===== config.mk =====
export PLATFORM = sky130hd
export DESIGN_NAME = tdc_hit_delta_encoder
export DESIGN_NICKNAME = d
export VERILOG_FILES = /design/src/rtl/core/tdce_pkg.sv /design/src/rtl/core/tdc_hit_delta_encoder.sv /design/src/rtl/core/tdce_cfg.sv /design/src/rtl/core/tdce_encode.sv
export SDC_FILE = /design/constraint.sdc
export NUM_CORES = 1
export LEC_CHECK = 0
export ABC_CLOCK_PERIOD_IN_PS = 4400
export BUFFER_PORTS_ARGS = -buffer_cell sky130_fd_sc_hd__buf_2
export CORE_UTILIZATION = 57
export DETAILED_ROUTE_END_ITERATION = 8
export PLACE_DENSITY = 0.8
export SLEW_MARGIN = 25
export SYNTH_ARGS = -nofsm -noshare
export SYNTH_HDL_FRONTEND = slang
export SYNTH_SLANG_ARGS = --single-unit

===== constraint.sdc =====
create_clock -name clk -period 4.4 [get_ports clk]
set_input_delay 0.88 -clock clk [delete_from_list [all_inputs] [get_ports clk]]
set_output_delay 0.88 -clock clk [all_outputs]
set_load 0.01 [all_outputs]

===== src/rtl/core/tdce_pkg.sv =====
// Shared types and constants of the TDC hit delta encoder.
// Used by tdce_cfg, tdce_encode, the top level and its checker.
package tdce_pkg;

	localparam int unsigned TIME_W  = 20;
	localparam int unsigned COUNT_W = 16;
	localparam int unsigned WORD_W  = 32;
	localparam int unsigned LEN_W   = 6;
	localparam int unsigned SYM_W   = 8;
	localparam int unsigned CFG_INDEX_W = 1;
	localparam int unsigned CFG_DATA_W  = 1;

	localparam logic [SYM_W-1:0]   ESCAPE_SYMBOL = 8'd128;
	localparam logic [COUNT_W-1:0] COUNT_MAX     = 16'hffff;

	// Register indexes of the configuration port
	localparam logic [CFG_INDEX_W-1:0] CFG_STRIP_TRAILING = 1'b0;
	localparam logic [CFG_INDEX_W-1:0] CFG_STRIP_RESERVED = 1'b1;

	// Input item kinds
	localparam logic KIND_START = 1'b0;
	localparam logic KIND_HIT   = 1'b1;

	// Lengths of the three time-difference forms, prefix included, and of the start and whole-word codes
	localparam logic [LEN_W-1:0] LEN_SHORT = 6'd7;
	localparam logic [LEN_W-1:0] LEN_MID   = 6'd12;
	localparam logic [LEN_W-1:0] LEN_LONG  = 6'd22;
	localparam logic [LEN_W-1:0] LEN_START = 6'd2;
	localparam logic [LEN_W-1:0] LEN_WORD  = 6'd32;

	typedef struct packed {
		logic strip_trailing;
		logic strip_reserved_bit;
	} cfg_t;

	typedef struct packed {
		logic               has_symbol;
		logic [SYM_W-1:0]   symbol;
		logic [WORD_W-1:0]  code_bits;
		logic [LEN_W-1:0]   code_length;
		logic [COUNT_W-1:0] kept_count;
	} result_t;

	typedef struct packed {
		logic               emit;
		logic               set_time;
		logic [TIME_W-1:0]  next_time;
		logic [COUNT_W-1:0] next_count;
	} update_t;

endpackage


===== src/rtl/core/tdc_hit_delta_encoder.sv =====
// TDC hit delta encoder: takes one item (start of block or 32-bit hit word) per
// cycle and gives at most one coded result, from an input register through the
// single-pass coder into a result register. Throughput is
// one item per clock as long as the result side does not stall; a held result
// stalls the input side in the same cycle. Dropped trailing-edge hits give no
// transfer on the result side. Depends on tdce_pkg, tdce_cfg and tdce_encode.
module tdc_hit_delta_encoder (
	input  logic                                clk,
	input  logic                                arst_n,
	input  logic                                cfg_write,
	input  logic [tdce_pkg::CFG_INDEX_W-1:0]   cfg_index,
	input  logic [tdce_pkg::CFG_DATA_W-1:0]    cfg_data,
	input  logic                                in_valid,
	output logic                                in_stall,
	input  logic                                kind,
	input  logic [tdce_pkg::WORD_W-1:0]        hit_word,
	output logic                                out_valid,
	input  logic                                out_stall,
	output logic                                has_symbol,
	output logic [tdce_pkg::SYM_W-1:0]         symbol,
	output logic [tdce_pkg::WORD_W-1:0]        code_bits,
	output logic [tdce_pkg::LEN_W-1:0]         code_length,
	output logic [tdce_pkg::COUNT_W-1:0]       kept_count
);

	tdce_pkg::cfg_t                cfg;
	tdce_pkg::result_t             res;
	tdce_pkg::update_t             upd;

	logic                          valid_s1;
	logic                          kind_s1;
	logic [tdce_pkg::WORD_W-1:0]  word_s1;
	logic                          valid_s2;
	tdce_pkg::result_t             res_s2;
	logic [tdce_pkg::TIME_W-1:0]  last_time_q;
	logic [tdce_pkg::COUNT_W-1:0] hit_count_q;
	logic                          s2_free, advance;

	tdce_cfg u_cfg (
		.clk       (clk),
		.arst_n    (arst_n),
		.cfg_write (cfg_write),
		.cfg_index (cfg_index),
		.cfg_data  (cfg_data),
		.cfg       (cfg)
	);

	tdce_encode u_encode (
		.kind      (kind_s1),
		.word      (word_s1),
		.cfg       (cfg),
		.last_time (last_time_q),
		.hit_count (hit_count_q),
		.res       (res),
		.upd       (upd)
	);

	assign s2_free  = !valid_s2 || !out_stall;
	assign advance  = valid_s1 && s2_free;
	assign in_stall = valid_s1 && !s2_free;

	// Input register
	always_ff @(posedge clk or negedge arst_n) begin
		if (!arst_n) begin
			valid_s1 <= 1'b0;
		end else if (!in_stall) begin
			valid_s1 <= in_valid;
		end
	end

	always_ff @(posedge clk) begin
		if (!in_stall && in_valid) begin
			kind_s1 <= kind;
			word_s1 <= hit_word;
		end
	end

	// Coder state, advanced when the item leaves the input register
	always_ff @(posedge clk or negedge arst_n) begin
		if (!arst_n) begin
			last_time_q <= '0;
			hit_count_q <= '0;
		end else if (advance) begin
			hit_count_q <= upd.next_count;
			if (upd.set_time) begin
				last_time_q <= upd.next_time;
			end
		end
	end

	// Result register
	always_ff @(posedge clk or negedge arst_n) begin
		if (!arst_n) begin
			valid_s2 <= 1'b0;
		end else if (s2_free) begin
			valid_s2 <= advance && upd.emit;
		end
	end

	always_ff @(posedge clk) begin
		if (advance && upd.emit) begin
			res_s2 <= res;
		end
	end

	assign out_valid   = valid_s2;
	assign has_symbol  = res_s2.has_symbol;
	assign symbol      = res_s2.symbol;
	assign code_bits   = res_s2.code_bits;
	assign code_length = res_s2.code_length;
	assign kept_count  = res_s2.kept_count;

endmodule


===== src/rtl/core/tdce_cfg.sv =====
// Configuration registers of the TDC hit delta encoder.
// Depends on tdce_pkg.
module tdce_cfg (
	input  logic                                clk,
	input  logic                                arst_n,
	input  logic                                cfg_write,
	input  logic [tdce_pkg::CFG_INDEX_W-1:0]   cfg_index,
	input  logic [tdce_pkg::CFG_DATA_W-1:0]    cfg_data,
	output tdce_pkg::cfg_t                      cfg
);

	tdce_pkg::cfg_t cfg_q;

	always_ff @(posedge clk or negedge arst_n) begin
		if (!arst_n) begin
			cfg_q.strip_trailing     <= 1'b1;
			cfg_q.strip_reserved_bit <= 1'b1;
		end else if (cfg_write) begin
			unique case (cfg_index)
				tdce_pkg::CFG_STRIP_TRAILING: cfg_q.strip_trailing     <= cfg_data[0];
				tdce_pkg::CFG_STRIP_RESERVED: cfg_q.strip_reserved_bit <= cfg_data[0];
				default: ;
			endcase
		end
	end

	assign cfg = cfg_q;

endmodule


===== src/rtl/core/tdce_encode.sv =====
// Single-pass coder: turns one registered item into a result and the next state.
// Depends on tdce_pkg.
module tdce_encode (
	input  logic                              kind,
	input  logic [tdce_pkg::WORD_W-1:0]      word,
	input  tdce_pkg::cfg_t                    cfg,
	input  logic [tdce_pkg::TIME_W-1:0]      last_time,
	input  logic [tdce_pkg::COUNT_W-1:0]     hit_count,
	output tdce_pkg::result_t                 res,
	output tdce_pkg::update_t                 upd
);

	logic                          r1, start, edge_bit;
	logic [6:0]                    channel;
	logic [1:0]                    r2;
	logic [tdce_pkg::TIME_W-1:0]  t;
	logic [tdce_pkg::TIME_W:0]    diff;
	logic                          fits_short, fits_mid, escape, drop;
	logic [1:0]                    head_bits;
	logic [tdce_pkg::LEN_W-1:0]   head_len;
	logic [tdce_pkg::COUNT_W-1:0] count_inc;

	assign r1       = word[31];
	assign channel  = word[30:24];
	assign start    = word[23];
	assign r2       = word[22:21];
	assign edge_bit = word[20];
	assign t        = word[19:0];

	// Signed difference, one bit wider than the time field
	assign diff = {1'b0, t} - {1'b0, last_time};
	assign fits_short = (diff[20:5] == '0) || (diff[20:5] == '1);
	assign fits_mid   = (diff[20:9] == '0) || (diff[20:9] == '1);

	assign escape = (r2 != 2'b00) || start;
	assign drop   = cfg.strip_trailing && !edge_bit;

	assign count_inc = (hit_count == tdce_pkg::COUNT_MAX) ? hit_count : hit_count + 1'b1;

	// Optional r1 and edge bits, right aligned
	always_comb begin
		head_bits = 2'b00;
		head_len  = '0;
		if (!cfg.strip_reserved_bit && !cfg.strip_trailing) begin
			head_bits = {r1, edge_bit};
			head_len  = 6'd2;
		end else if (!cfg.strip_reserved_bit) begin
			head_bits = {1'b0, r1};
			head_len  = 6'd1;
		end else if (!cfg.strip_trailing) begin
			head_bits = {1'b0, edge_bit};
			head_len  = 6'd1;
		end
	end

	always_comb begin
		res = '0;
		upd.emit       = 1'b1;
		upd.set_time   = 1'b0;
		upd.next_time  = last_time;
		upd.next_count = hit_count;
		if (kind == tdce_pkg::KIND_START) begin
			res.code_bits   = {30'd0, cfg.strip_trailing, cfg.strip_reserved_bit};
			res.code_length = tdce_pkg::LEN_START;
			upd.set_time    = 1'b1;
			upd.next_time   = '0;
			upd.next_count  = '0;
		end else if (escape) begin
			res.has_symbol  = 1'b1;
			res.symbol      = tdce_pkg::ESCAPE_SYMBOL;
			res.code_bits   = word;
			res.code_length = tdce_pkg::LEN_WORD;
			res.kept_count  = count_inc;
			upd.next_count  = count_inc;
		end else if (drop) begin
			upd.emit = 1'b0;
		end else begin
			res.has_symbol = 1'b1;
			res.symbol     = {1'b0, channel};
			res.kept_count = count_inc;
			if (fits_short) begin
				res.code_bits   = {23'd0, head_bits, 1'b0, diff[5:0]};
				res.code_length = head_len + tdce_pkg::LEN_SHORT;
			end else if (fits_mid) begin
				res.code_bits   = {18'd0, head_bits, 2'b10, diff[9:0]};
				res.code_length = head_len + tdce_pkg::LEN_MID;
			end else begin
				res.code_bits   = {8'd0, head_bits, 2'b11, diff[19:0]};
				res.code_length = head_len + tdce_pkg::LEN_LONG;
			end
			upd.set_time   = 1'b1;
			upd.next_time  = t;
			upd.next_count = count_inc;
		end
	end

endmodule


# Yosys cells after proc, flatten, opt, wreduce, memory -nomap -nowiden
# Cells that the tools add are included.
[totals]
word_cells = 72
register_bits = 136
input_bits = 40
output_inout_bits = 65
[op_classes]
bitwise = 2
add_sub_neg = 5
reduce_logical = 25
n_mux = 18
eq_ne = 6
[ops]
columns = ["cell", "n"]
rows = [
  ["$mux 63", 2],
  ["$mux 37", 2],
  ["$mux 30", 2],
  ["$eq 16x16->1 const B", 2],
  ["$mux 16", 2],
  ["$mux 22", 1],
  ["$sub 20x20->21", 1],
  ["$add 16x1->16 const B", 1],
  ["$logic_not 16->1", 1],
  ["$eq 12x12->1 const B", 1],
  ["$logic_not 12->1", 1],
  ["$mux 6", 2],
  ["$mux 8", 1],
  ["$logic_not 1->1", 7],
  ["$add 6x3->6 const B", 1],
  ["$add 6x4->6 const B", 1],
  ["$add 6x5->6 const B", 1],
  ["$logic_and 1x1->1", 6],
  ["$reduce_and 2->1", 3],
  ["$logic_or 1x1->1", 4],
  ["$mux 1", 4],
  ["$mux 2", 2],
  ["$ne 2x2->1 const B", 2],
  ["$reduce_and 4->1", 1],
  ["4 further kinds", 5],
]

# Longest topological paths before layout
[depth]
depth_word = 9
ltp_mapped = 15
ltp_nobuf = 15

# Hierarchy
# From an unflattened synthesis, not the netlist that was laid out.
[hier_totals]
hier_cells = 705
area_unflattened_um2 = 7707.4
[modules_own_cells]
columns = ["module", "cells_per_inst", "area_each_um2", "instances", "seq_area_each_um2"]
rows = [
  ["tdc_hit_delta_encoder", 183, 4406.7, 1, 3833.7],
  ["tdce_encode", 516, 3211.8, 1, 0.0],
  ["tdce_cfg", 6, 88.8, 1, 52.6],
]

# Worst setup path after synthesis
# OpenSTA, ideal clock, no wires.
[synth_timing]
path_kind = "register -> register"
startpoint = "register word_s1[0] (netlist name)"
endpoint = "register res_s2, in the netlist code_bits[12], data pin"
arrival_ps = 3312
setup_slack_ps = 831
synth_period_minus_slack_ps = 3569
required_ps = 4143
setup_time_ps = 257
path_stages_with_launch = 15
n_path_buf = 0
cell_sequence = "edfxtp_1 -> inv_1 -> ha_1 -> inv_1 -> fa_1 -> a21o_1 -> a221oi_4 -> o21bai_4 -> a2111oi_4 -> a311oi_1 -> a2111oi_2 -> nand4b_1 -> nor2b_4 -> or2_0 -> a32o_1"
[synth_between]
elab_chain_len = 7
elab_cells_between_ends = 11
cone_classes = "add/sub (1); eq/ne (2); mux (4); reduce/logical (4)"
[synth_rtl]
columns = ["element", "line", "source"]
rows = [
  ["start: declaration", "tdc_hit_delta_encoder.sv:32", "logic [tdce_pkg::WORD_W-1:0] word_s1;"],
  ["start signal: assignment", "tdc_hit_delta_encoder.sv:74", "word_s1 <= hit_word;"],
  ["$sub 20x20->21 *", "tdce_encode.sv:31", "assign diff = {1'b0, t} - {1'b0, last_time};"],
  ["$eq 12x12->1 or $logic_not 12->1 (tied branches)", "tdce_encode.sv:33", "assign fits_mid = (diff[20:9] == '0) || (diff[20:9] == '1);"],
  ["$logic_or 1x1->1", "tdce_encode.sv:33", ""],
  ["$mux 30", "tdce_encode.sv:84", "end else if (fits_mid) begin"],
  ["$mux 30 *", "tdce_encode.sv:81", "if (fits_short) begin"],
  ["$mux 63 *", "tdce_encode.sv:75", "end else if (drop) begin"],
  ["$mux 63 *", "tdce_encode.sv:68", "end else if (escape) begin"],
  ["end signal: assignment", "tdc_hit_delta_encoder.sv:102", "res_s2 <= res;"],
  ["end: declaration", "tdc_hit_delta_encoder.sv:34", "tdce_pkg::result_t res_s2;"],
]
# Mark *: on every way between the ends. The rest lies on a longest branch, timed or not.
# A chain may end at the register's enable or synchronous reset.

# Worst setup path in the final report
[layout_timing]
startpoint = "register word_s1[0] (netlist name)"
endpoint = "register res_s2, in the netlist code_length[1], data pin"
# Same word-level chain as after synthesis.

==> impl_metrics.yaml <==
critical_path:
  critPathKind: "flop to flop"
  rr_endpoint: "code_length[1]"
  r2r_slack_ns: 0.43
  r2r_cells: 14
  required_ns: 4.65
  endpoint_kind: "flop"
  crit_start: "word_s1[0]"
  crit_fanout: 8
  start_kind: "flop"
  worst-endpoint-arrival_ns: 4.22
  reg2reg_from: "word_s1[0]"
  crit_end: "code_length[1]"
worst_hold_path:
  hp-class: "primary input to async pin"
cts:
  postCtsSetupBuffers: 0
  clkTransAtPathRegs_ns: 0.06
  cts_buffers: 17
  cts_tree: "yes"
  cts_hold_buf: 0
  htreeDepth: 4
  cts_root_buffer: "clkbuf_16"
  cts_buffer_depth: 2
  post_cts_resized: 0
  cts_sinks: 135
  clk_latency_ns: 0.42
floorplanning:
  die_x_um: 112.5
  rows: 40
  pin_count: 105
  core_area_um2: 11960
  die_h_um: 112.5
  fp.dieArea_um2: 12660
  start_util: 0.5822
sta:
  relSlewSlack: 0.3156
  whs_ns: 0.4538
  clock.fmax_mhz: 251.8
  totalNegativeSetupSlack_ns: 0
  rsz0062_at_grt: "false"
  finalHoldViolations: 0
  setup_ws_ns: 0.4291
  worstMarginPinSlew_ns: 1.026
  drv_slew: 0
  setup_violations: 0
  fin_crit_ns: 3.971
  clock_skew_ns: 0.005214
  finalCritPeriodShare: 0.9025
synthesis:
  synthArstFlopShare: 0.2963
  synth_cell_types: 78
  synth_area_um2: 6964
  syn_nets: 669
  synth-main-ff-cell: "edfxtp_1"
  synth_common_cells: "edfxtp_1, a22o_1, nand2_1"
  synth_top_cell_area_share: 0.4096
  yosysTopAreaCell: "edfxtp_1"
  ys_seq_elements: 135
  synth_top_cells_by_area: "edfxtp_1, dfrtp_1, a22o_1, ha_1, nand2_1"
  avgSynthCellArea_um2: 11.57
  synth_edf_count: 95
  ys_warn_count: 0
  synth_most_common_cell: "edfxtp_1"
  syn_inst: 602
  yosysSeqAreaShare: 0.5537
layout:
  diodes: 0
  fin_nets: 768
  drive_gt1_frac: 0.2199
  area_growth_pct: 17.10
placement:
  dp_hpwl_mm: 11.45
  globalplace.congestion: 0.8969
  place_ws_ns: 0.4889
  io_buffers: 104
power:
  p_sw_frac: 0.2730
  intPower_mw: 2.560
  pwr-share-clk: 0.378
  seqPwrFrac: 0.441
  p_per_area_nw_per_um2: 431.7
  leakage_nw: 3.406
  vdd_drop_max_mv: 0.3957
  p_comb_frac: 0.181
  power.net_switching_uw: 961.3
grt:
  antenna_found_initial: 0
  gr-usage-all-layers: 0.2744
  grt_max_degree: 53
  overflow: 0
  grt_pass1_vias: 5074
  grt_pass1_wl_mm: 26.07
route:
  dr_total_vias: 5341
  m1WireLength_mm: 7.054
  routed-wl-met3_mm: 1.171
  first_pass_iters: 5
  first_iter_violations: 449
  via_per_inst: 6.203
  antenna_left: 0
  wl_per_cell_um: 19.11
  wl_met2_mm: 7.780
  finalWirelength_mm: 16.46
  drc: 0
  top_layer: "met4"
run:
  drv_cap: 0
outcome:
  status: "completed"
## cells in the final DEF, fill, tap and decap left out, types with 3 or more instances in the layout
cell	instances
buf_2	103
edfxtp_1	95
nand2_1	42
a22o_1	42
dfrtp_1	38
nor2_1	36
inv_1	34
a21oi_1	30
ha_1	26
nand3_1	18
o21ai_0	17
clkbuf_16	17
and2_1	16
nor3_1	14
xnor2_1	14
and3_1	13
a21o_1	11
xor2_1	8
nand4_1	7
nand2b_1	7
buf_4	6
o21ai_1	5
and4_1	5
mux2i_1	5
a32o_1	5
clkbuf_1	5
clkinv_2	5
a211oi_1	4
a211o_1	4
nor4_1	4
or3_1	4
o211ai_1	3
a22oi_1	3
a31oi_1	3
o211a_1	3
o31ai_1	3
## power by group through the flow
stage	sequential (mW)	clock [mW]	combinational, mW
finish	1.55	1.33	0.636
global route	1.56	1.40	0.694
CTS	1.55	1.35	0.628
floorplan	1.59	0	0.390
global placement	1.57	0	0.610
detailed placement	1.58	0	0.623
## routing by layer
layer | vias to the layer above | GRT usage
met5 | - | 0
met4 | 0 | 0.1342
met3 | 33 | 0.07559
met2 | 235 | 0.4290
met1 | 2602 | 0.3549
li1 | 2471 | -
## final cells by class
class	count	area (µm²)
Sequential cell	135	3856
Fill cell	868	3806
Multi-Input combinational cell	402	2854
Timing Repair Buffer	110	580.6
Clock buffer	22	444.2
Tap cell	147	183.9
Inverter	35	131.4
Clock inverter	10	105.1
## kinds of logic after synthesis
group | after synthesis | share of synthesized area
and+or+nand+nor | 184 | 0.1394
adders and majority gates | 27 | 0.04959
AOI/OAI and AO/OA | 162 | 0.1822
xor gates and xnor gates | 22 | 0.02767
buffers and inverters | 65 | 0.03701
muxes | 7 | 0.01042
DFF | 135 | 0.5537
## registers in the layout, indices dropped and copies added, names as in the netlist, 2 cells and up
| register | flops |
|---|---|
| symbol | 8 |
| hit_count_q | 16 |
| code_bits | 32 |
| u_cfg.cfg | 2 |
| word_s1 | 32 |
| last_time_q | 20 |
| code_length | 5 |
| kept_count | 16 |
## how the worst min path moves through the flow
stage                           end            start  slack, ns
detailed placement  last_time_q[13]  last_time_q[13]       0.49
global route         last_time_q[9]           arst_n       0.47
global placement     last_time_q[5]   last_time_q[5]       0.49
CTS                  last_time_q[3]   last_time_q[3]       0.51
finish               last_time_q[1]           arst_n       0.45
floorplan            last_time_q[2]   last_time_q[2]       0.47
## worst max-delay path, cell delays in order (launching register included)
cell and delay [ns]:
edfxtp_1 0.41, inv_1 0.08, ha_1 0.15, inv_1 0.05
fa_1 0.39, a21o_1 0.21, a221oi_4 0.39, o21bai_4 0.16
a2111oi_1 0.43, a211oi_1 0.16, a2111oi_2 0.38, nand4b_1 0.22
nor2b_4 0.20, ha_1 0.29, o311ai_1 0.26
## metrics by stage
| step | instance area [µm²] | utilization | total power, mW | cells |
|---|---|---|---|---|
| 6_report | 8155 | 0.6818 | 3.521 | 861 |
| 5_1_grt | 8155 | 0.6818 | 3.661 | 861 |
| 4_1_cts | 8153 | 0.6816 | 3.527 | 861 |
| 3_5_place_dp | 7604 | 0.6357 | 2.199 | 829 |
| 3_3_place_gp | 7604 | 0.6357 | 2.183 | 829 |
| 2_1_floorplan | 6964 | - | 1.983 | 602 |
(Power assumes the default switching activity.)
